<file path="src/hdl/tmcw_pkg.sv">
// ----------------------------------------------------------------------------
// tmcw_pkg
// Shared constants, codes and types of the text-mode console writer.
// ----------------------------------------------------------------------------
package tmcw_pkg;

	// screen geometry
	localparam int COLUMNS    = 80;
	localparam int ROWS       = 25;
	localparam int CELL_COUNT = COLUMNS * ROWS;
	localparam int ADDR_W     = $clog2(CELL_COUNT);
	localparam int CELL_W     = 16;
	// cells moved up by one scroll (text rows below the top line)
	localparam int MOVED      = (ROWS - 3) * COLUMNS;

	localparam logic [ADDR_W-1:0] CELL_LAST  = ADDR_W'(CELL_COUNT - 1);
	localparam logic [ADDR_W-1:0] MOVED_LAST = ADDR_W'(MOVED - 1);
	localparam logic [ADDR_W-1:0] BLANK_LAST = ADDR_W'(MOVED + COLUMNS - 1);

	// command codes
	localparam logic [1:0] CMD_PUT    = 2'd0;
	localparam logic [1:0] CMD_SETPOS = 2'd1;
	localparam logic [1:0] CMD_CLEAR  = 2'd2;
	localparam logic [1:0] CMD_READ   = 2'd3;

	// character codes
	localparam logic [7:0] CH_BS    = 8'h08;
	localparam logic [7:0] CH_TAB   = 8'h09;
	localparam logic [7:0] CH_LF    = 8'h0A;
	localparam logic [7:0] CH_CR    = 8'h0D;
	localparam logic [7:0] CH_SPACE = 8'h20;
	localparam logic [7:0] CH_TOP   = 8'h7F;

	localparam logic [CELL_W-1:0] BLANK_CLEAR = 16'h0720;
	localparam logic [7:0]        ATTR_RESET  = 8'h07;

	// register index of the attribute register
	localparam logic REG_TEXT_ATTR = 1'b0;

	// beat widths
	localparam int IN_DATA_W  = 32;
	localparam int OUT_DATA_W = 40;

	// controller states
	typedef enum logic [6:0] {
		ST_IDLE   = 7'b0000001,
		ST_EXEC   = 7'b0000010,
		ST_RDWAIT = 7'b0000100,
		ST_SCROLL = 7'b0001000,
		ST_BLANK  = 7'b0010000,
		ST_CLEAR  = 7'b0100000,
		ST_DONE   = 7'b1000000
	} state_t;

	// screen store access from the controller
	typedef struct packed {
		logic              we;
		logic [ADDR_W-1:0] waddr;
		logic [CELL_W-1:0] wdata;
		logic [ADDR_W-1:0] raddr;
	} mem_req_t;

endpackage

</file>
<file path="src/hdl/tmcw_regs.sv">
// ----------------------------------------------------------------------------
// tmcw_regs
// Configuration register file behind the APB port (text attribute).
// ----------------------------------------------------------------------------
module tmcw_regs import tmcw_pkg::*; (
	input  logic        clk,
	input  logic        arst_n,
	input  logic        psel,
	input  logic        penable,
	input  logic        pwrite,
	input  logic [2:0]  paddr,
	input  logic [31:0] pwdata,
	output logic [31:0] prdata,
	output logic        pready,
	output logic [7:0]  text_attribute
);

	logic [7:0] attr_q;
	logic       hit;

	assign pready = 1'b1;
	assign hit    = (paddr[2] == REG_TEXT_ATTR) && (paddr[1:0] == 2'd0);

	// register write on the access cycle
	always_ff @(posedge clk or negedge arst_n) begin
		if (!arst_n) begin
			attr_q <= ATTR_RESET;
		end else if (psel && penable && pwrite && pready && hit) begin
			attr_q <= pwdata[7:0];
		end
	end

	// read back
	assign prdata         = hit ? {24'd0, attr_q} : 32'd0;
	assign text_attribute = attr_q;

endmodule

</file>
<file path="config.mk">
export PLATFORM = sky130hd
export DESIGN_NAME = tmcw_regs
export DESIGN_NICKNAME = d
export VERILOG_FILES = /design/src/hdl/tmcw_pkg.sv /design/src/hdl/tmcw_regs.sv
export SDC_FILE = /design/constraint.sdc
export NUM_CORES = 1
export LEC_CHECK = 0
export ABC_CLOCK_PERIOD_IN_PS = 800
export BUFFER_PORTS_ARGS = -buffer_cell sky130_fd_sc_hd__buf_2
export CORE_UTILIZATION = 31
export DETAILED_ROUTE_END_ITERATION = 8
export GPL_TIMING_DRIVEN = 0
export PLACE_DENSITY = 0.76
export SLEW_MARGIN = 20
export SYNTH_ARGS = -nofsm -noshare
export SYNTH_HDL_FRONTEND = slang
export SYNTH_SLANG_ARGS = --single-unit
</file>
<file path="constraint.sdc">
create_clock -name clk -period 0.8 [get_ports clk]
set_input_delay 0.16 -clock clk [delete_from_list [all_inputs] [get_ports clk]]
set_output_delay 0.16 -clock clk [all_outputs]
set_load 0.05 [all_outputs]
</file>
== After elaboration in Yosys (flattened, before gate mapping) ==
Cells that the tools add are included.
Widths: inputs -> output; s select.
Word-level totals
  register bits: 8
  latch bits: 0
  RAM bits: 0
  memory bits (read-only): 0
  input port bits: 40
  output and inout port bits: 41
  logic and storage cells: 8
  memories: 0
Cells by class
  add/sub/neg operators: 0
  $mul: 0
  div/mod/pow operators: 0
  $lt $le $gt $ge: 0
  equality and inequality tests: 0
  shift operators: 0
  multiplexer cells: 1
  bitwise logic cells: 1
  reduce and logical (&&, ||, !) cells: 5
Operators with widths (number)
  $mux 8: 1
  $logic_and 1x1->1: 4
  $logic_not 2->1: 1
  $not 1->1: 1

== Depth between registers and ports, before layout ==
Gate-level depths: netlist of the first run.
  word-level depth: 3
  depth in mapped cells: 4
  mapped depth without buffers: 3

== Worst setup path before layout of the first run ==
OpenSTA, ideal clock, no wires.
  path type: register -> output
  start point: register attr_q[0] (netlist: text_attribute[0])
  end point: output port prdata[0]
  data arrival time: 1.035 ns
  required time: 0.640 ns
  setup slack: -0.395 ns
  stages on the path, launching flop included: 2
  buffers on the path: 0
  cell sequence: dfstp_2 > and2_2
Between the ends
  longest elaborated chain between the ends: 1
RTL lines
  start, declared: line tmcw_regs.sv:18  | logic [7:0] attr_q;
  start signal, assigned: line tmcw_regs.sv:29  | attr_q <= pwdata[7:0];
  $mux 8: line tmcw_regs.sv:34  | assign prdata = hit ? {24'd0, attr_q} : 32'd0;
  end, declared: line tmcw_regs.sv:13  | output logic [31:0] prdata,
Every way passes these cells.

== Worst setup path in the final report of the first run ==
Same ends and word-level chain as after synthesis.

==> results of run 1 <==
[stage by stage]
| step | TNS, ns | util (%) | std cells | total power (uW) | hold slack, ns |
|---|---|---|---|---|---|
| final | -7.78 | 69.3 | 150 | 2290 | 0.134 |
| after global routing | -8.70 | 69.3 | 150 | 2410 | 0.119 |
| after CTS | -7.92 | 66.1 | 146 | 2190 | 0.124 |
| after detailed placement | -9.50 | 50.0 | 133 | 1560 | 0.0151 |
| after global placement | -9.00 | 50.0 | 133 | 1540 | 0.0108 |
| after floorplan | -6.11 | - | 77 | 1390 | -0.136 |
[layer usage]
| metal | part of all wire [%] | wire length, um | global-route usage, % | up-vias |
|---|---|---|---|---|
| met5 | 0 | 0 | 0 | - |
| met4 | 0 | 0 | 1.71 | 0 |
| met3 | 9.9 | 146 | 6.15 | 0 |
| met2 | 56 | 826 | 27.8 | 35 |
| met1 | 34 | 504 | 13.4 | 233 |
| li1 | - | - | - | 266 |
[cell usage in the layout (no fill, tap or decap), drive strengths merged]
cell / n
and2: 8
and4: 1
buf: 69
clkbuf: 4
conb: 25
dfrtp: 5
dfstp: 3
dlygate4sd3: 1
mux2: 8
nor3: 1
[cells by family (layout without fill, tap and decap cells)]
family        Yosys count  in the layout  synth area share [%]
flops                   8              8                  32.5
mux                     8              8                  19.2
buf+inv                26             74                  33.1
simple gates           10             10                  14.0
other cells             2             25                  1.20
[power groups by stage]
| stage | Clock (uW) | Combinational, uW | Sequential (uW) |
|---|---|---|---|
| floorplan | 0 | 541 | 849 |
| global placement | 0 | 975 | 561 |
| detailed placement | 0 | 983 | 573 |
| CTS | 345 | 1270 | 573 |
| global route | 376 | 1450 | 580 |
| finish | 329 | 1400 | 569 |
[path summary, 6_finish.rpt]
check | from | to | cells after the start
max | text_attribute[0]$_DFFE_PN1P_ | prdata[0] | 2
min in group asynchronous | arst_n | text_attribute[5]$_DFFE_PN0P_ | 2
min reg2reg | text_attribute[3]$_DFFE_PN0P_ | text_attribute[3]$_DFFE_PN0P_ | 1
max reg2reg | text_attribute[6]$_DFFE_PN0P_ | text_attribute[6]$_DFFE_PN0P_ | 3
max in group asynchronous | arst_n | text_attribute[2]$_DFFE_PN1P_ | 2
min | pwdata[5] | text_attribute[5]$_DFFE_PN0P_ | 2
[synthesized netlist by cell type, drive strengths merged]
cell type  instances  area [um2]
buf               26         208
and2               8        60.1
mux2               8         120
dfrtp              5         125
dfstp              3        78.8
conb               2        7.51
and4               1        11.3
nor3               1        16.3
[final cells by class]
cell class / instances / area [um2] / area share (%)
multi-input combinational: 43 / 312 / 24.9
buffer: 26 / 208 / 16.6
sequential: 8 / 204 / 16.3
clock buffer: 4 / 26.3 / 2.10
tap: 25 / 31.3 / 2.51
timing repair buffer: 44 / 468 / 37.5
[repair_timing]
action                                  4_1_cts  5_1_grt
hold buffers                                  1        0
setup buffers                                 7        4
endpoints found under the setup margin       24       24
cloned                                        1        0
hold endpoints to repair                      8        0
resized for setup                            50       11
pin swaps                                     1        2
==> results.ini, run 1 <==
[status]
status=finished with violations
violations=setup timing

[timing]
period_minus_slack_ns=1.24
finalMaxSlewViolations=0
rsz0062_at_grt=yes
fin_crit_sh_pct=155
fmax_mhz=807
hold_violations=0
layout_setup_ws_ns=-0.439
finalSetupViolCount=24
finClkSkew_ns=0

[placement]
place_congestion=0.642
place_area_um2=901
port_buffers=31
post-place-ws_ns=-0.703

[worst_setup_path]
crit_family=flip-flops
slowest_stage=dfstp_2
crit_fanout=3
critPathMaxStageDelay_ns=0.55
start_kind=flop
cp_data_arrival_time_ns=1.08
cp_data_required_time_ns=0.64
crit_chain=and2_4, buf_8
path_buf_inv=1
cp-end-kind=primary output
critical_path_class=reg2out
rrSetupSlack_ns=-0.21

[synthesis]
synth.distinct_cells=9
syn_avg_cell_area_um2=11.6
syn_inst=54
yosysSeqAreaShare_pct=32.5
synth_seq_cells=8
ys_warn_count=0
synth_area_um2=627

[power]
p_clk_share_pct=14.3
p_comb_share_pct=60.9
power_switching_share_pct=42.6
internal-power_uw=1320
power.density_nw_per_um2=1840
ir_worst_vdd_uv=1170
pwr-share-seq_pct=24.8
p_sw_uw=977
p_leak_uw=0.000687

[die]
core_um2=1800
die-area_um2=2210
io_pins=81
initial_core_util_pct=34.8
core.rowCount=15
die_w_um=47.0
die_h_um=47.0

[layout]
antenna_cells=0
fin_nets=166
largest_reg_flops=8
postLayoutCellArea_um2=1250
fillers=136
synthToLayoutAreaGrowth_pct=99.2
drive_gt1_share_pct=74.4

[clock_network]
h-tree-depth=1
cts_made_buffers=3
clock_latency_ns=0.25
root_buffer=clkbuf_4
cts_sinks=8
clk_path_buf_depth=2
cts_tree=built
clkTransAtPathRegs_ns=0.06

[run]
max-cap-violations=0

[detailed_routing]
vias=534
wl_per_cell_um=9.85
routed_wl_um=1480
drt-pass1-iter-count=2
drc=0
viasPerCell=3.56
first_iter_violations=1
antenna_left=0

[global_routing]
overflow=0
grt_pass1_vias=464
grt_pass1_wl_um=2040
grt_max_degree=9
antenna_found_initial=0
grtUsageTotal_pct=14.0

[worst_hold_path]
min_path_type=in2reg

No activity file was read; power rests on OpenSTA's default activity.
==> run 2: changes to the inputs <==
- ABC_AREA: default -> 1
- CORE_UTILIZATION: 31 -> 32
- PLACE_DENSITY: 0.76 -> 0.77
==> run 2 against run 1 <==
  * The run still ends with setup timing left
  * Clock skew did not move
  * Non-clock buffer count decreased by 5
  * Synthesized cell count grew 56%
==> results.ini, run 2 <==
[die]
die_w_um=47.0  ; +0.17%
die-area_um2=2210  ; +0.34%
core.rowCount=15  ; unchanged
core_um2=1820  ; +1.0%
io_pins=81  ; unchanged
initial_core_util_pct=35.7  ; +0.88 points
die_h_um=47.0  ; +0.17%

[worst_setup_path]
cp-end-kind=primary output
slowest_stage=dfstp_2
critPathMaxStageDelay_ns=0.54  ; about the same
cp_data_arrival_time_ns=1.08  ; about the same
crit_family=flip-flops
start_kind=flop
path_buf_inv=2  ; +1
critical_path_class=reg2out
crit_chain=inv_2, nor2_4, buf_8
crit_fanout=2  ; -1
cp_data_required_time_ns=0.64  ; about the same

[global_routing]
grt_pass1_vias=564  ; +22%
grt-busiest-layer=met2
grtUsageMet2_pct=28.1  ; +0.28 points
grtUsageTotal_pct=14.6  ; +0.60 points
grt.met3_usage_pct=3.85  ; -2.3 points
grtUsageMet1_pct=14.3  ; +0.84 points
grt_max_degree=11  ; +2
grt_pass1_wl_um=2240  ; +9.8%
antenna_found_initial=0  ; unchanged
overflow=0  ; unchanged

[synthesis]
synth_largest_area_cell=buf_4
synth_area_um2=649  ; +3.6%
ys_warn_count=0  ; unchanged
synth.distinct_cells=15  ; +6
ys_async_sr_fraction_pct=100  ; unchanged
syn_avg_cell_area_um2=7.73  ; -33%
synth_top_area_share_pct=28.9  ; -1.0 points
synth_area_leaders=buf_4 (29%), dfrtp_1 (19%), dfstp_2 (12%)
synth_seq_cells=8  ; unchanged
yosysSeqAreaShare_pct=31.4  ; -1.1 points
synth_flop_cell=dfrtp_1
yosysMostFrequentCell=buf_4
syn_inst=84  ; +56%
synth_commonest_cells=buf_4 (25), inv_1 (9), nand2_1 (9), nor2_1 (9), nand3_1 (8)
synth_edf_count=0  ; unchanged

[timing]
fmax_mhz=810  ; +0.27%
finalMaxSlewViolations=0  ; unchanged
hold_violations=0  ; unchanged
finClkSkew_ns=0  ; unchanged
finalSetupViolCount=21  ; -13%
fin_tns_setup_ns=-5.34  ; +2.43 ns
fin_hold_ws_ns=0.131  ; -0.00310 ns
rsz0062_at_grt=yes
layout_setup_ws_ns=-0.435  ; +0.00339 ns
period_minus_slack_ns=1.24  ; -0.00340 ns
fin_crit_sh_pct=154  ; -0.42 points

[clock_network]
h-tree-depth=1  ; unchanged
clock_latency_ns=0.25  ; about the same
cts_tree=built
clk_path_buf_depth=2  ; unchanged
root_buffer=clkbuf_4
clkTransAtPathRegs_ns=0.06  ; about the same
cts_made_buffers=3  ; unchanged
cts_sinks=8  ; unchanged

[detailed_routing]
viasPerCell=3.82  ; +7.2%
drc=0  ; unchanged
first_iter_violations=1  ; unchanged
antenna_left=0  ; unchanged
drt-pass1-iter-count=3  ; +1
wl_per_cell_um=8.99  ; -8.7%
vias=668  ; +25%
routed_wl_um=1570  ; +6.6%

[placement]
place_area_um2=988  ; +9.7%
placedCellCount=163  ; +23%
port_buffers=31  ; unchanged
dp_hpwl_um=1190
place_congestion=0.624  ; -2.9%

[power]
p_leak_uw=0.000655  ; -4.7%
power.density_nw_per_um2=2090  ; +14%
ir_worst_vdd_uv=1210  ; +2.7%

[layout]
final_cell_count_no_fill=175  ; +17%
fin_nets=191  ; +15%
final_cell_mix=buf_4 (31), conb_1 (25), buf_2 (15)
final_common_cell=buf_4
synthToLayoutAreaGrowth_pct=85.7
drive_gt1_share_pct=66.0  ; -8.4 points
postLayoutCellArea_um2=1210  ; -3.4%
fin_util_pct=66.3  ; -3.1 points
largest_reg_flops=8  ; unchanged
fillers=171  ; +26%
antenna_cells=0  ; unchanged

[status]
status=finished with violations
violations=setup timing

[run]
max-cap-violations=0  ; unchanged

[worst_hold_path]
min_path_type=in2reg

==> run 2: changes by cell type in the layout (fill, tap and decap cells not counted), sizes merged, moves of 9 or more <==
cell   before  now
nor2        0   10
nand2       0   10
nand3       0    9
inv         0   11
==> run 2: worst paths after layout <==
path                                                    start                            end  slack [ns]  cells past startpoint
worst min-delay path                                pwdata[1]  text_attribute[1]$_DFFE_PN1P_        0.13                      3
max in group asynchronous                              arst_n  text_attribute[0]$_DFFE_PN1P_        0.27                      2
worst max register to register  text_attribute[2]$_DFFE_PN1P_  text_attribute[2]$_DFFE_PN1P_       -0.17                      4
worst min register to register  text_attribute[4]$_DFFE_PN0P_  text_attribute[4]$_DFFE_PN0P_        0.66                      3
worst max-delay path            text_attribute[2]$_DFFE_PN1P_                      prdata[2]       -0.44                      3
min in group asynchronous                              arst_n  text_attribute[7]$_DFFE_PN0P_        0.28                      2
==> run 2: kinds of logic after synthesis <==
family	Yosys count	synth area share [%]
buffers and inverters	37	37.0
AOI/OAI and AO/OA	8	10.4
and+or+nand+nor	29	20.0
other	2	1.16
DFF	8	31.4
==> run 2: stage by stage <==
step / worst slack (ns) / total power, uW
floorplan: -0.384 / 1660
global route: -0.460 / 2640
global placement: -0.421 / 1840
CTS: -0.430 / 2450
detailed placement: -0.456 / 1860
finish: -0.435 / 2520
==> run 2: cell type report <==
type / instances / area, um2 / area share [%]
Clock buffer: 4 / 26.3 / 2.18
Buffer: 26 / 203 / 16.8
Multi-Input combinational cell: 62 / 354 / 29.4
Sequential cell: 8 / 210 / 17.4
Timing Repair Buffer: 39 / 340 / 28.2
Tap cell: 25 / 31.3 / 2.59
Inverter: 11 / 41.3 / 3.42
==> run 2: per-layer routing <==
metal | share of wire, % | vias up | routed length, um
met5 | 0 | - | 0
met4 | 0.70 | 0 | 11
met3 | 9.8 | 2 | 154
met2 | 52 | 39 | 819
met1 | 37 | 289 | 588
li1 | - | 338 | -
==> run 2: timing repair <==
| action | in CTS | in global routing |
|---|---|---|
| pin swaps | 6 | 6 |
| gates resized for setup | 34 | 8 |
| hold endpoints to repair | 8 | 0 |
| setup endpoints to repair | 19 | 22 |
| setup buffers | 5 | 3 |
| hold buffers | 1 | 0 |
==> run 2: power by group <==
part,switching (uW),internal [uW],leakage [uW]
Clock,146,191,0.0000150
Sequential,81.8,539,0.0000836
Combinational,986,574,0.000556
==> run 2: tightest hold or removal path, cell delays in order <==
cell and delay [ns]:
buf_2 0.10, nand3_1 0.07, nand2_1 0.05
