<file path="config.mk">
export PLATFORM = sky130hd
export DESIGN_NAME = tmcw_ctrl
export DESIGN_NICKNAME = d
export VERILOG_FILES = /design/src/hdl/tmcw_pkg.sv /design/src/hdl/tmcw_ctrl.sv
export SDC_FILE = /design/constraint.sdc
export NUM_CORES = 1
export LEC_CHECK = 0
export ABC_AREA = 0
export ABC_CLOCK_PERIOD_IN_PS = 6180
export CAP_MARGIN = 20
export CORE_MARGIN = 3
export CORE_UTILIZATION = 45
export CTS_CLUSTER_DIAMETER = 30
export DETAILED_ROUTE_END_ITERATION = 10
export DONT_BUFFER_PORTS = 1
export HOLD_SLACK_MARGIN = 0.02
export PLACE_DENSITY = 0.68
export SLEW_MARGIN = 20
export SYNTH_ARGS = -nofsm -noshare
export SYNTH_HDL_FRONTEND = slang
export SYNTH_SLANG_ARGS = --single-unit
</file>
<file path="constraint.sdc">
create_clock -name clk -period 6.18 [get_ports clk]
set_input_delay 0.927 -clock clk [delete_from_list [all_inputs] [get_ports clk]]
set_output_delay 0.927 -clock clk [all_outputs]
set_load 0.02 [all_outputs]
</file>
<file path="src/hdl/tmcw_pkg.sv">
// ----------------------------------------------------------------------------
// tmcw_pkg
// Shared constants, codes and types of the text-mode console writer.
// ----------------------------------------------------------------------------
package tmcw_pkg;

	// screen geometry
	localparam int COLUMNS    = 80;
	localparam int ROWS       = 25;
	localparam int CELL_COUNT = COLUMNS * ROWS;
	localparam int ADDR_W     = $clog2(CELL_COUNT);
	localparam int CELL_W     = 16;
	// cells moved up by one scroll (text rows below the top line)
	localparam int MOVED      = (ROWS - 3) * COLUMNS;

	localparam logic [ADDR_W-1:0] CELL_LAST  = ADDR_W'(CELL_COUNT - 1);
	localparam logic [ADDR_W-1:0] MOVED_LAST = ADDR_W'(MOVED - 1);
	localparam logic [ADDR_W-1:0] BLANK_LAST = ADDR_W'(MOVED + COLUMNS - 1);

	// command codes
	localparam logic [1:0] CMD_PUT    = 2'd0;
	localparam logic [1:0] CMD_SETPOS = 2'd1;
	localparam logic [1:0] CMD_CLEAR  = 2'd2;
	localparam logic [1:0] CMD_READ   = 2'd3;

	// character codes
	localparam logic [7:0] CH_BS    = 8'h08;
	localparam logic [7:0] CH_TAB   = 8'h09;
	localparam logic [7:0] CH_LF    = 8'h0A;
	localparam logic [7:0] CH_CR    = 8'h0D;
	localparam logic [7:0] CH_SPACE = 8'h20;
	localparam logic [7:0] CH_TOP   = 8'h7F;

	localparam logic [CELL_W-1:0] BLANK_CLEAR = 16'h0720;
	localparam logic [7:0]        ATTR_RESET  = 8'h07;

	// register index of the attribute register
	localparam logic REG_TEXT_ATTR = 1'b0;

	// beat widths
	localparam int IN_DATA_W  = 32;
	localparam int OUT_DATA_W = 40;

	// controller states
	typedef enum logic [6:0] {
		ST_IDLE   = 7'b0000001,
		ST_EXEC   = 7'b0000010,
		ST_RDWAIT = 7'b0000100,
		ST_SCROLL = 7'b0001000,
		ST_BLANK  = 7'b0010000,
		ST_CLEAR  = 7'b0100000,
		ST_DONE   = 7'b1000000
	} state_t;

	// screen store access from the controller
	typedef struct packed {
		logic              we;
		logic [ADDR_W-1:0] waddr;
		logic [CELL_W-1:0] wdata;
		logic [ADDR_W-1:0] raddr;
	} mem_req_t;

endpackage

</file>
<file path="src/hdl/tmcw_ctrl.sv">
// ----------------------------------------------------------------------------
// tmcw_ctrl
// Command sequencer: cursor, screen store read-modify-write, scroll and
// clear sweeps, and the result register.
// ----------------------------------------------------------------------------
module tmcw_ctrl import tmcw_pkg::*; (
	input  logic                  clk,
	input  logic                  arst_n,
	input  logic [7:0]            text_attribute,
	input  logic                  in_valid,
	output logic                  in_ready,
	input  logic [1:0]            in_cmd,
	input  logic [IN_DATA_W-1:0]  in_data,
	output logic                  out_valid,
	input  logic                  out_ready,
	output logic [OUT_DATA_W-1:0] out_data,
	output mem_req_t              mem_req,
	input  logic [CELL_W-1:0]     mem_rdata
);

	state_t              state_q;
	logic [1:0]          cmd_q;
	logic [7:0]          ch_q;
	logic [6:0]          ncol_q;
	logic [4:0]          nrow_q;
	logic [ADDR_W-1:0]   idx_q;
	logic [6:0]          col_q;
	logic [4:0]          row_q;
	logic [ADDR_W-1:0]   cnt_q;
	logic                from_cmd_q;
	logic                oob_q;
	logic [CELL_W-1:0]   data_q;
	logic                mv_valid_s1;
	logic [ADDR_W-1:0]   mv_addr_s1;
	logic                out_valid_q;
	logic [OUT_DATA_W-1:0] out_data_q;

	logic [7:0]          put_col;
	logic [5:0]          put_row;
	logic                put_we;
	logic [6:0]          put_pos;
	logic [CELL_W-1:0]   put_cell;
	logic [ADDR_W-1:0]   put_addr;
	logic                put_scroll;
	logic [6:0]          clamp_col;
	logic [4:0]          clamp_row;
	logic [11:0]         cursor_addr;
	logic                out_free;

	assign in_ready = (state_q == ST_IDLE);
	assign out_free = !out_valid_q || out_ready;

	// put character: new cursor and the cell to write
	always_comb begin
		put_col  = {1'b0, col_q};
		put_row  = {1'b0, row_q};
		put_we   = 1'b0;
		put_pos  = col_q;
		put_cell = {text_attribute, CH_SPACE};
		priority if (ch_q == CH_BS && col_q != 7'd0) begin
			put_col = {1'b0, col_q} - 8'd1;
			put_pos = col_q - 7'd1;
			put_we  = 1'b1;
		end else if (ch_q == CH_TAB) begin
			put_col = ({1'b0, col_q} + 8'd8) & 8'hF8;
		end else if (ch_q == CH_CR) begin
			put_col = 8'd0;
		end else if (ch_q == CH_LF) begin
			put_col = 8'd0;
			put_row = {1'b0, row_q} + 6'd1;
		end else if (ch_q >= CH_SPACE && ch_q <= CH_TOP) begin
			put_we   = 1'b1;
			put_cell = {text_attribute, ch_q};
			put_col  = {1'b0, col_q} + 8'd1;
		end else begin
			// ignored byte: cursor and store stay
			put_we = 1'b0;
		end
		// line wrap
		if (put_col >= 8'(COLUMNS)) begin
			put_col = 8'd0;
			put_row = put_row + 6'd1;
		end
	end

	assign put_scroll = (put_row >= 6'(ROWS - 2));
	assign put_addr   = ADDR_W'(12'(row_q) * 12'(COLUMNS) + 12'(put_pos));

	// set position clamps
	assign clamp_col = ({1'b0, ncol_q} >= 8'(COLUMNS)) ? 7'(COLUMNS - 1) : ncol_q;
	assign clamp_row = ({1'b0, nrow_q} >= 6'(ROWS)) ? 5'(ROWS - 1) : nrow_q;

	// hardware cursor address
	assign cursor_addr = (12'(row_q) + 12'd1) * 12'(COLUMNS) + 12'(col_q);

	// screen store port: a pending scroll move wins the write port
	always_comb begin
		mem_req = '0;
		if (state_q == ST_SCROLL) begin
			mem_req.raddr = ADDR_W'(12'(cnt_q) + 12'(COLUMNS));
		end else begin
			mem_req.raddr = idx_q;
		end
		if (mv_valid_s1) begin
			mem_req.we    = 1'b1;
			mem_req.waddr = mv_addr_s1;
			mem_req.wdata = mem_rdata;
		end else if (state_q == ST_EXEC && cmd_q == CMD_PUT) begin
			mem_req.we    = put_we;
			mem_req.waddr = put_addr;
			mem_req.wdata = put_cell;
		end else if (state_q == ST_BLANK) begin
			mem_req.we    = 1'b1;
			mem_req.waddr = cnt_q;
			mem_req.wdata = {text_attribute, CH_SPACE};
		end else if (state_q == ST_CLEAR) begin
			mem_req.we    = 1'b1;
			mem_req.waddr = cnt_q;
			mem_req.wdata = BLANK_CLEAR;
		end
	end

	// scroll move pipeline: read row below, write it in the next cycle
	always_ff @(posedge clk or negedge arst_n) begin
		if (!arst_n) begin
			mv_valid_s1 <= 1'b0;
		end else begin
			mv_valid_s1 <= (state_q == ST_SCROLL);
		end
	end

	always_ff @(posedge clk) begin
		mv_addr_s1 <= cnt_q;
	end

	// input beat capture
	always_ff @(posedge clk) begin
		if (in_valid && in_ready) begin
			cmd_q  <= in_cmd;
			ch_q   <= in_data[7:0];
			ncol_q <= in_data[14:8];
			nrow_q <= in_data[19:15];
			idx_q  <= in_data[30:20];
		end
	end

	// command sequencer
	always_ff @(posedge clk or negedge arst_n) begin
		if (!arst_n) begin
			state_q     <= ST_CLEAR;
			col_q       <= 7'd0;
			row_q       <= 5'd0;
			cnt_q       <= '0;
			from_cmd_q  <= 1'b0;
		end else begin
			unique case (state_q)
				ST_IDLE: begin
					if (in_valid) begin
						state_q <= ST_EXEC;
					end
				end
				ST_EXEC: begin
					unique case (cmd_q)
						CMD_PUT: begin
							col_q <= put_col[6:0];
							cnt_q <= '0;
							if (put_scroll) begin
								row_q   <= 5'(put_row - 6'd1);
								state_q <= ST_SCROLL;
							end else begin
								row_q   <= put_row[4:0];
								state_q <= ST_DONE;
							end
						end
						CMD_SETPOS: begin
							col_q   <= clamp_col;
							row_q   <= clamp_row;
							state_q <= ST_DONE;
						end
						CMD_CLEAR: begin
							col_q      <= 7'd0;
							row_q      <= 5'd0;
							cnt_q      <= '0;
							from_cmd_q <= 1'b1;
							state_q    <= ST_CLEAR;
						end
						CMD_READ: begin
							state_q <= ST_RDWAIT;
						end
						default: begin
							state_q <= ST_DONE;
						end
					endcase
				end
				ST_RDWAIT: begin
					state_q <= ST_DONE;
				end
				ST_SCROLL: begin
					cnt_q <= cnt_q + ADDR_W'(1);
					if (cnt_q == MOVED_LAST) begin
						state_q <= ST_BLANK;
					end
				end
				ST_BLANK: begin
					if (!mv_valid_s1) begin
						cnt_q <= cnt_q + ADDR_W'(1);
						if (cnt_q == BLANK_LAST) begin
							state_q <= ST_DONE;
						end
					end
				end
				ST_CLEAR: begin
					cnt_q <= cnt_q + ADDR_W'(1);
					if (cnt_q == CELL_LAST) begin
						state_q <= from_cmd_q ? ST_DONE : ST_IDLE;
					end
				end
				ST_DONE: begin
					if (out_free) begin
						state_q <= ST_IDLE;
					end
				end
				default: begin
					state_q <= ST_IDLE;
				end
			endcase
		end
	end

	// result beat valid: set when a result is loaded, cleared when taken
	always_ff @(posedge clk or negedge arst_n) begin
		if (!arst_n) begin
			out_valid_q <= 1'b0;
		end else if (state_q == ST_DONE && out_free) begin
			out_valid_q <= 1'b1;
		end else if (out_ready) begin
			out_valid_q <= 1'b0;
		end
	end

	// result payload
	always_ff @(posedge clk) begin
		if (state_q == ST_EXEC) begin
			data_q <= '0;
			oob_q  <= (12'(idx_q) >= 12'(CELL_COUNT));
		end else if (state_q == ST_RDWAIT) begin
			data_q <= oob_q ? '0 : mem_rdata;
		end
		if (state_q == ST_DONE && out_free) begin
			out_data_q <= {data_q, cursor_addr, row_q, col_q};
		end
	end

	assign out_valid = out_valid_q;
	assign out_data  = out_data_q;

endmodule

</file>
After elaboration in Yosys (flattened, before gate mapping)
Index checks and enable logic that the tools add are counted.
{"block": "totals", "latchBits": 0, "ff_bits": 134, "mem_bits_ro": 0, "output_inout_bits": 81, "ram_bits": 0, "mem_count": 0, "inputBits": 62}
{"block": "op_classes", "mux": 48, "n_shift": 0, "n_addsub": 12, "reduce_logical": 18, "n_eq_ne": 24, "n_mul": 2, "div_mod_pow": 0, "bitwise": 0, "magnitude_cmp": 7}
{"operator": "28-bit two-way mux", "n": 4}
{"operator": "8-bit two-way mux", "n": 10}
{"operator": "7-bit two-way mux", "n": 11}
{"operator": "7-bit case mux with 7 select lines", "n": 1}
{"operator": "11-bit == test (second input constant)", "n": 3}
{"operator": "11-bit two-way mux", "n": 3}
{"operator": "11-bit case mux with 3 select lines", "n": 1}
{"operator": "8-bit by 4-bit == test with 1-bit output (second input constant)", "n": 4}
{"operator": "6-bit two-way mux", "n": 5}
{"operator": "7-bit case mux with 4 select lines", "n": 1}
{"operator": "7-bit case mux with 3 select lines", "n": 1}
{"operator": "16-bit two-way mux", "n": 1}
{"operator": "5-bit case mux with 3 select lines", "n": 1}
{"operator": "12-bit by 7-bit adder with 12-bit output", "n": 1}
{"operator": "5-bit by 1-bit adder with 6-bit output (second input constant)", "n": 2}
{"operator": "11-bit by 1-bit adder with 11-bit output (second input constant)", "n": 1}
{"operator": "11-bit by 7-bit adder with 11-bit output", "n": 1}
{"operator": "11-bit by 7-bit adder with 11-bit output (second input constant)", "n": 1}
{"operator": "11-bit greater-or-equal comparator (second input constant)", "n": 1}
{"operator": "5-bit two-way mux", "n": 2}
{"operator": "7-bit by 1-bit adder with 8-bit output (second input constant)", "n": 1}
{"operator": "7-bit by 4-bit adder with 8-bit output (second input constant)", "n": 1}
{"operator": "8-bit by 6-bit greater-or-equal comparator with 1-bit output (second input constant)", "n": 1}
{"operator": "8-bit by 7-bit greater-or-equal comparator with 1-bit output (second input constant)", "n": 1}
{"operator": "other kinds (33)", "n": 52}

Depth between registers and ports, before layout
{"block": "logic_depth", "ltp_word": 13, "depth_mapped": 19, "depth_no_buf": 18}

Worst setup path after synthesis
Ideal clock, no wire load.
{"block": "synth_timing", "path_kind": "register to output", "from": "register col_q[0]", "to": "output mem_req[37] in the netlist's numbering", "stages_incl_launch_ff": 18, "path_slack_ns": 1.658, "arrival_time_ns": 3.595, "t_required_ns": 5.253, "path_buffers": 1, "cell_sequence": "dfrtp_1 > inv_1 > ha_1 > or4b_4 > nor2_8 > or2_2 > clkbuf_1 > nor2_1 > xnor2_1 > ha_1 > fa_1 > a21o_1 > nand2_1 > nor3_1 > xor2_1 > xnor2_1 > a22oi_1 > o21ai_0"}
{"element": "start: declaration", "line_no": "tmcw_ctrl.sv:27", "text": "logic [6:0] col_q;"}
{"element": "start signal: assignment", "line_no": "tmcw_ctrl.sv:165", "text": "col_q <= put_col[6:0];"}
{"element": "start signal: assignment", "line_no": "tmcw_ctrl.sv:176", "text": "col_q <= clamp_col;"}
{"element": "end: declaration", "line_no": "tmcw_ctrl.sv:17", "text": "output mem_req_t mem_req,"}

==> flow_summary.ini <==
[run_status]
status = finished, final reports clean

[job]
maxCapViolCount = 0

[route]
vias = 5417
drtIter0Drc = 477
drc = 0
routed_via_density = 5.720
wl_um = 17610
drt_first_pass_iters = 5
ant_nets = 0
wl_per_cell_um = 18.59

[grt]
grt_pass1_vias = 5254
grt.total_usage_pct = 19.89
antenna_found_initial = 0
grt_overflow_total = 0
grt_max_degree = 44
grt_pass1_wl_um = 28010

[logic_synthesis]
yosys.area_share.simple_pct = 18.68
postSynthAreaPerCell_um2 = 10.05
synth_area_leaders = edfxtp_1 (28%), dfrtp_1 (11%), dfxtp_1 (7.3%)
synth-seq-cells = 130
yosysSeqAreaShare_pct = 46.97
ys_warn_count = 0
synthXorXnorAreaFrac_pct = 5.928
synth-edff-count = 70
synth_area_leader_cell = edfxtp_1
synthAdderAreaFrac_pct = 7.690
syn_nets = 840
yosysUniqueCellTypes = 82
synthArstFlopShare_pct = 25.38
synthCells = 735
synth_most_common_cell = nand2_1
synth_common_cells = nand2_1 (85), edfxtp_1 (70), nor2_1 (57)
synthMuxAreaShare_pct = 0.9485
synth_top_family_by_area = simple AND/OR/NAND/NOR gates
netlist_area_um2 = 7387
ys.flop_type = edfxtp_1
synth_top_cell_area_share_pct = 28.46
synth_compound_area_share_pct = 15.50

[timing]
fin_crit_ps = 5297
min_period_over_period_pct = 85.72
setup_viol = 0
clock_skew_ps = 11.36
timing.hold.ws_ps = 197.6
tns_ps = 0
rsz0062_at_grt = false
worst_slack_ps = 882.8
max_freq_mhz = 188.8
worstMarginPinSlew_ps = 1007
relSlewSlack_pct = 32.71
slew_violations = 0
hold_viol_final = 0

[clock_tree]
cts.sinks = 130
clock_latency_ps = 420
cts_tree = yes
h-tree-depth = 4
cts_buffer_depth = 2
cts_root_buf = clkbuf_16
cts_setup_buffers = 0
cts_hold_buf = 0
cts_buffers = 17
cts.reportedPaths.clkPinSlew_ps = 60
cts_resized = 0

[critical_path]
crit_start = col_q[0]$_DFFE_PN0P_
arrival_ps = 4370
worstReg2RegStart = col_q[0]$_DFFE_PN0P_
path_class = reg -> out
critPathMaxFanout = 7
reg2regPathDepth = 18
start_kind = register
setup.worst_path.end = mem_req[37]
endpoint_kind = output port
rrSetupSlack_ps = 1520
worstPathRequired_ps = 5250
r2r-end = row_q[1]$_DFFE_PN0P_

[die]
pin_count = 143
die_w_um = 134.1
core_um2 = 16000
rows = 46
dieArea_um2 = 17990
initial_core_util_pct = 46.17
die_h_um = 134.1

[power]
switchingPower_mw = 1.525
pwr-share-clk_pct = 26.4
p_seq_share_pct = 35.6
power_density_nw_per_um2 = 490.2
swShare_pct = 38.22
p_comb_share_pct = 38.0
vdd_drop_max_mv = 0.3425
p_int_mw = 2.466
p_leak_nw = 3.171

[final_layout]
utilization_pct = 50.88
drive_gt1_share_pct = 9.850
diodes = 0
areaGrowthSynthToFinish_pct = 10.20
nets = 823
fill_cells = 1469

[placement]
portBuffers = 0
dpl_worst_slack_ps = 1371
gp_congestion = 0.9069
dp_hpwl_um = 13040

[hold_path]
hp-class = in -> async
==> cells in the final DEF (no fill, tap or decap), types with 3 or more instances in the layout <==
cell type and n:
o21a_1 4, nand2b_1 7, nor2b_1 3, fa_1 4, edfxtp_1 70, nor3b_1 22, a22oi_1 4, o21ai_0 49
a32oi_1 4, inv_6 3, bufinv_16 3, mux2_2 4, dfxtp_1 27, and2_1 7, clkinv_4 4, and3_1 12
o21bai_1 3, o211ai_1 4, a21oi_1 48, a21o_1 9, xor2_1 26, a31oi_1 4, dfrtp_1 32, a211o_1 3
nand3_1 10, ha_1 39, o31a_1 3, clkbuf_16 18, or2_2 4, inv_1 31, xnor2_1 24, o22ai_1 3
nand4b_1 4, nand2_1 85, a221oi_1 7, nand3b_1 3, nand4_1 12, nor2_1 57, nor3_1 9, buf_4 6
==> power groups by stage <==
stage | Clock [mW] | Combinational, mW | Sequential [mW]
floorplan | 0 | 1.29 | 1.31
global placement | 0 | 1.46 | 1.43
detailed placement | 0 | 1.51 | 1.44
CTS | 1.07 | 1.52 | 1.42
global route | 1.12 | 1.70 | 1.45
finish | 1.05 | 1.52 | 1.42
==> cells by family after synthesis <==
| logic type | Yosys count |
|---|---|
| adders and majority gates | 43 |
| buffers and inverters | 74 |
| AOI/OAI and AO/OA | 172 |
| DFF | 130 |
| xor gates and xnor gates | 50 |
| and+or+nand+nor | 260 |
| muxes | 6 |
==> per-layer routing <==
metal  GRT usage (%)  part of all wire [%]
met1           26.52                    44
met2           30.69                    46
met3           7.239                   7.6
met4           5.826                   1.9
met5               0                     0
==> state kept, by name, summed over array words and instances (netlist names), 7 cells and up <==
register and cells:
out_data 36, state_q 7, cnt_q 11, col_q 7
idx_q 11, data_q 16, mv_addr_s1 11, ch_q 8
ncol_q 7
==> worst max-delay path, stage by stage, from the launching register on <==
cell and delay (ps):
dfrtp_1 470, inv_1 150, ha_1 240, or4b_4 540, nor2_8 130, or2_2 210, nor2_1 70, xnor2_1 120
ha_1 210, fa_1 410, a21o_1 180, nand2_1 90, nor3_1 60, xor2_1 170, xnor2_1 130, a22oi_1 100
o21ai_0 640
==> metrics by stage <==
stage,cell area (um^2),total power [mW],std cells
CTS,8140,4.008,947
floorplan,7387,2.599,735
global placement,7513,2.885,915
detailed placement,7513,2.941,915
global route,8140,4.268,947
finish,8140,3.991,947
==> area by class of cell <==
cell class	instances	area, um^2	area share, %
well taps	216	270.3	3.320
flip-flops and latches	130	3470	42.62
clock buffers	18	450.4	5.533
clock inverters	14	176.4	2.167
repair buffers	6	45.04	0.5533
multi-input cells	531	3608	44.33
inverters	32	120.1	1.476
==> worst min-delay path by stage <==
stage	start	endpoint	slack, ps
final	arst_n	out_valid$_DFFE_PN0P_	200
after global routing	arst_n	out_valid$_DFFE_PN0P_	170
after CTS	arst_n	row_q[2]$_DFFE_PN0P_	180
after detailed placement	data_q[11]$_SDFFE_PP0P_	out_data[35]$_DFFE_PP_	420
after global placement	data_q[15]$_SDFFE_PP0P_	out_data[39]$_DFFE_PP_	410
after floorplan	cnt_q[7]$_DFFE_PN0P_	mv_addr_s1[7]$_DFF_P_	350
No activity file was read; power rests on OpenSTA's default activity.
